<file path="src/hw/rtl/eq_pkg.sv">
// Shared types, constants and helpers for the Euler-to-quaternion block.
`timescale 1ns / 1ps
package eq_pkg;

    localparam int CORDIC_STEPS = 14;
    localparam int ATAN_ENTRIES = 20;
    localparam int N_STEPS = (CORDIC_STEPS < ATAN_ENTRIES) ? CORDIC_STEPS : ATAN_ENTRIES;

    localparam int OUTQ_DEPTH = 32;
    localparam int OUTQ_AW = $clog2(OUTQ_DEPTH);

    localparam logic signed [15:0] ANGLE_LIMIT = 16'sd25736;
    localparam logic signed [20:0] QUAT_LIMIT = 21'sd16384;
    localparam logic signed [33:0] CORDIC_GAIN = 34'sh026DD3B6A;

    typedef logic signed [33:0] t_cval;
    typedef logic signed [16:0] t_trig_v;

    typedef struct packed {
        logic signed [15:0] roll;
        logic signed [15:0] pitch;
        logic signed [15:0] yaw;
    } t_angles;

    typedef struct packed {
        logic signed [16:0] c;
        logic signed [16:0] s;
    } t_cs;

    typedef struct packed {
        t_cs roll;
        t_cs pitch;
        t_cs yaw;
    } t_trig;

    typedef struct packed {
        logic signed [15:0] w;
        logic signed [15:0] x;
        logic signed [15:0] y;
        logic signed [15:0] z;
    } t_quat;

    // arctan(2^-i) in Q30, truncated
    function automatic t_cval atan_q30(input int i);
        case (i)
            0:  atan_q30 = 34'sh03243F6A8;
            1:  atan_q30 = 34'sh01DAC6705;
            2:  atan_q30 = 34'sh00FADBAFC;
            3:  atan_q30 = 34'sh007F56EA6;
            4:  atan_q30 = 34'sh003FEAB76;
            5:  atan_q30 = 34'sh001FFD55B;
            6:  atan_q30 = 34'sh000FFFAAA;
            7:  atan_q30 = 34'sh0007FFF55;
            8:  atan_q30 = 34'sh0003FFFEA;
            9:  atan_q30 = 34'sh0001FFFFD;
            10: atan_q30 = 34'sh0000FFFFF;
            11: atan_q30 = 34'sh00007FFFF;
            12: atan_q30 = 34'sh00003FFFF;
            13: atan_q30 = 34'sh00001FFFF;
            14: atan_q30 = 34'sh00000FFFF;
            15: atan_q30 = 34'sh000007FFF;
            16: atan_q30 = 34'sh000003FFF;
            17: atan_q30 = 34'sh000001FFF;
            18: atan_q30 = 34'sh000000FFF;
            19: atan_q30 = 34'sh0000007FF;
            default: atan_q30 = '0;
        endcase
    endfunction

    function automatic logic signed [15:0] clamp_angle(input logic signed [15:0] a);
        if (a > ANGLE_LIMIT) begin
            clamp_angle = ANGLE_LIMIT;
        end else if (a < -ANGLE_LIMIT) begin
            clamp_angle = -ANGLE_LIMIT;
        end else begin
            clamp_angle = a;
        end
    endfunction

endpackage

</file>
<file path="src/hw/rtl/eq_front.sv">
// Input request queue: holds two requests and issues them when the back end has credit.
`timescale 1ns / 1ps
module eq_front
    import eq_pkg::*;
(
    input  logic    i_clk,
    input  logic    i_rst_n,
    input  logic    i_push,
    output logic    o_full,
    input  t_angles i_angles,
    input  logic    i_credit_ok,
    output logic    o_issue,
    output t_angles o_angles
);

    t_angles    r_buf [0:1];
    logic       r_wp, n_wp;
    logic       r_rp, n_rp;
    logic [1:0] r_cnt, n_cnt;
    logic       w_push_ok;

    assign o_full    = (r_cnt == 2'd2);
    assign w_push_ok = i_push && !o_full;
    assign o_issue   = (r_cnt != 2'd0) && i_credit_ok;
    // clamp on the way out so the half angle stays in CORDIC range
    assign o_angles.roll  = clamp_angle(r_buf[r_rp].roll);
    assign o_angles.pitch = clamp_angle(r_buf[r_rp].pitch);
    assign o_angles.yaw   = clamp_angle(r_buf[r_rp].yaw);

    always_comb begin
        n_wp  = r_wp ^ w_push_ok;
        n_rp  = r_rp ^ o_issue;
        n_cnt = r_cnt + {1'b0, w_push_ok} - {1'b0, o_issue};
    end

    always_ff @(posedge i_clk) begin
        if (!i_rst_n) begin
            r_wp  <= 1'b0;
            r_rp  <= 1'b0;
            r_cnt <= 2'd0;
        end else begin
            r_wp  <= n_wp;
            r_rp  <= n_rp;
            r_cnt <= n_cnt;
        end
    end

    always_ff @(posedge i_clk) begin
        if (w_push_ok) begin
            r_buf[r_wp] <= i_angles;
        end
    end

endmodule

</file>
<file path="config.mk">
export PLATFORM = sky130hd
export DESIGN_NAME = eq_front
export DESIGN_NICKNAME = d
export VERILOG_FILES = /design/src/hw/rtl/eq_pkg.sv /design/src/hw/rtl/eq_front.sv
export SDC_FILE = /design/constraint.sdc
export NUM_CORES = 1
export LEC_CHECK = 0
export ABC_AREA = 0
export BUFFER_PORTS_ARGS = -buffer_cell sky130_fd_sc_hd__buf_2
export CAP_MARGIN = 10
export CELL_PAD_IN_SITES_DETAIL_PLACEMENT = 1
export CELL_PAD_IN_SITES_GLOBAL_PLACEMENT = 1
export CORE_MARGIN = 10
export CORE_UTILIZATION = 33
export CTS_CLUSTER_SIZE = 14
export DETAILED_ROUTE_END_ITERATION = 7
export HOLD_SLACK_MARGIN = 0.05
export PLACE_DENSITY = 0.67
export SETUP_SLACK_MARGIN = 0.02
export SLEW_MARGIN = 0
export SYNTH_ARGS = -nofsm -noshare
export SYNTH_HDL_FRONTEND = slang
export SYNTH_SLANG_ARGS = --single-unit
</file>
<file path="constraint.sdc">
create_clock -name i_clk -period 3.25 [get_ports i_clk]
set_clock_uncertainty 0.05 [all_clocks]
set_input_delay 0.4875 -clock i_clk [delete_from_list [all_inputs] [get_ports i_clk]]
set_output_delay 0.4875 -clock i_clk [all_outputs]
set_load 0.02 [all_outputs]
</file>
==> impl_results.md <==
* Final period utilization at 100%
* Synthesized flop and latch total at 101
* RSZ-0062 raised after global routing: true
* Post-synth EDFFs at 96
* Layout area overhead at 43.6%
* Internal Power at 3.88 mW
* Antenna violations before repair at 2
* Slew Limit Headroom at 53.7%
* Endpoints failing hold at 0
* DR DRC count at 0
* Dpl cells at 631
* Dpl hpwl at 9.58 mm
* Worst VDD drop at 0.453 mV
* DRT iter0 DRCs at 167
* Pin count of the biggest net entering global routing at 49
* Antenna Violating Nets Remaining at 0
* Post-synth cell types at 49
* Post-synthesis sequential area ratio at 62.3%
* Peak Freq at 308 MHz
* Pwr Total at 6.33 mW
* Tightest Hold Check Type: in2reg
* Ys Warns at 0
* Seq pwr share at 28.3%
* Post-synth top cells: edfxtp_1, mux2i_1, nor3_1, nor2_1, a21oi_1
* Arrival @ worst endpoint at 2.71 ns
* DRT Wirelength at 14.6 mm
* Tmin final at 3.25 ns
* Layout Nets at 548
* H-Tree Level Count at 3
* Post-synth ARST share at 0%
* Clk pwr share at 18.4%
* CTS max path bufs at 2
* # Max-Cap Violations at 0
* Share of the synthesized area in the top cell type at 60.2%
* Finished Layout Cells at 675
* TritonRoute pass-1 iters at 4
* Root Buffer: clkbuf_16
* Share of layout cells above drive strength 1 at 48.2%
* CTS tree: built
* Clock sinks at 101
* All-layer global routing usage at 14.1%
* Post-Syn Nets at 407
* Post-detailed-route wirelength per cell at 21.7 µm
* Synthesized area per cell at 13.8 µm²
* Synth area leaders: edfxtp_1, mux2i_1, nor3_1, dfxtp_1, ha_1
* Slew @ Worst Pin at 0.695 ns
* Leading area contributor after synthesis: edfxtp_1
* Post-Layout Inst Area at 0.00688 mm²
* Drt via density at 5.25
* Port Buf Inserts at 101
* Comb power frac at 53.4%
* P_leak at 2.45 nW
* Number of global-route vias before repair at 3933
* PD cells at 920 mW/mm²
* Number of top-level pins at 102
* Die height at 140 µm
* CTS clock-pin slew for the worst setup and hold paths at 0.07 ns
* Reported net switching power at 2.46 mW
* Vias at 3543
* Die Footprint at 0.0197 mm²
* Total clock buffers created by CTS at 9
* CP endpoint kind: output port
* Final setup fails at 0
* Slew Limit Fails at 0
* Num rows at 43
* Post-Synthesis Cell Area at 0.00479 mm²
* Outcome: completed
* Top_reg_cell synth: edfxtp_1
* CORE AREA at 0.0140 mm²
* Area post-placement at 0.00557 mm²
* Cell with the most instances after synthesis: edfxtp_1
* Required time worst endpoint at 2.71 ns
* Critical path fanouts, max at 5
* Startpoint Class: flop
* Critical path class: reg2out
* Clock Latency Late Sink at 0.35 ns
* Die X at 140 µm
* Remaining Overflow, GRT at 0
* Setup Total Neg Slack at 0 ns
* Hold WS at 0.264 ns
* Switching share of power at 38.8%
* RD Place Congestion at 0.836
* Starting Density at 34.1%
* Synthesized instance count at 348
* Global-route wire length before repair at 21.8 mm
routing by layer:
layer | track usage [%] | vias up | part of all wire, %
met4 | 5.87 | 2 | 2.6
met3 | 4.43 | 26 | 5.9
met2 | 23.6 | 96 | 49
li1 | - | 1671 | -
met5 | 0 | - | 0.082
met1 | 16.3 | 1748 | 42
cells by family (layout without fill, tap and decap cells):
family	Yosys count	after routing	share of synthesized area, %
adder cells (fa/ha/maj)	7	7	1.83
AND/OR/NAND/NOR	97	97	12.0
multiplexers	39	39	8.25
buffers and inverters	26	172	3.06
XOR/XNOR	3	3	0.549
other	0	1	0
AO/OA/AOI/OAI	75	75	12.1
flip-flops	101	101	62.3
worst max-delay path: stages (launching register included):
cell	delay [ns]
dfxtp_4	0.39
buf_12	0.14
buf_12	0.14
mux2i_4	0.24
o31a_1	0.17
nor3_2	0.05
o31ai_2	0.37
ha_4	0.29
inv_1	0.21
o211ai_1	0.17
buf_2	0.19
flip-flops by register name, indices dropped and copies added (netlist names), named ones only:
signal and count:
r_buf 96, r_cnt 2, r_wp 1, r_rp 1
timing repair:
action | 4_1_cts | 5_1_grt
setup endpoints to repair | 48 | 46
gates resized for setup | 38 | 124
hold buffers | 0 | 0
setup buffers | 13 | 13
pin swaps | 8 | 27
gates cloned | 2 | 0
path summary, 6_finish.rpt:
| kind | start | end | slack (ns) | cells after the start |
|---|---|---|---|---|
| worst max-delay path | flop | o_angles[19] | 0.001 | 10 |
| worst min register to register | r_rp | r_rp | 0.51 | 2 |
| worst max register to register | r_cnt[0] | r_buf[1][16] | 1.31 | 5 |
| worst min-delay path | i_angles[44] | r_buf[1][44] | 0.26 | 1 |
stage by stage:
stage          utilization [%]  worst slack, ns
2_1_floorplan                -           0.0437
3_3_place_gp              39.7           0.0309
3_5_place_dp              39.7          -0.0902
4_1_cts                   44.7         -0.00756
5_1_grt                   49.0           -0.104
6_report                  49.0          0.00148
cell usage in the layout (no fill, tap or decap), drive strengths merged, types with 4 or more instances in the layout:
master,instances
mux2,4
dfxtp,5
clkbuf,14
nor3,27
a211oi,8
buf,144
o22ai,11
a21oi,17
nor3b,8
edfxtp,96
nand3b,4
inv,8
o21ai,5
nand3,5
and2,5
nor2b,11
nand2,4
ha,7
o32a,4
nor2,19
a32oi,8
mux2i,35
cell type report:
cell class,count,area (µm²)
clock inverter,4,73.8
tap,180,225
multi-input combinational,221,2120
clock buffer,12,246
sequential,101,2990
antenna,1,2.50
fill,1408,7160
timing repair buffer,147,1180
inverter,9,45.0
power by group through the flow:
stage / clock network [mW] / registers (mW) / logic [mW]
after floorplan: 0 / 1.76 / 1.52
after global placement: 0 / 1.84 / 2.20
after detailed placement: 0 / 1.86 / 2.24
after CTS: 1.19 / 1.77 / 2.75
after global routing: 1.25 / 1.81 / 3.60
final: 1.16 / 1.79 / 3.38
Note: power is estimated with default switching activity, not from simulation.
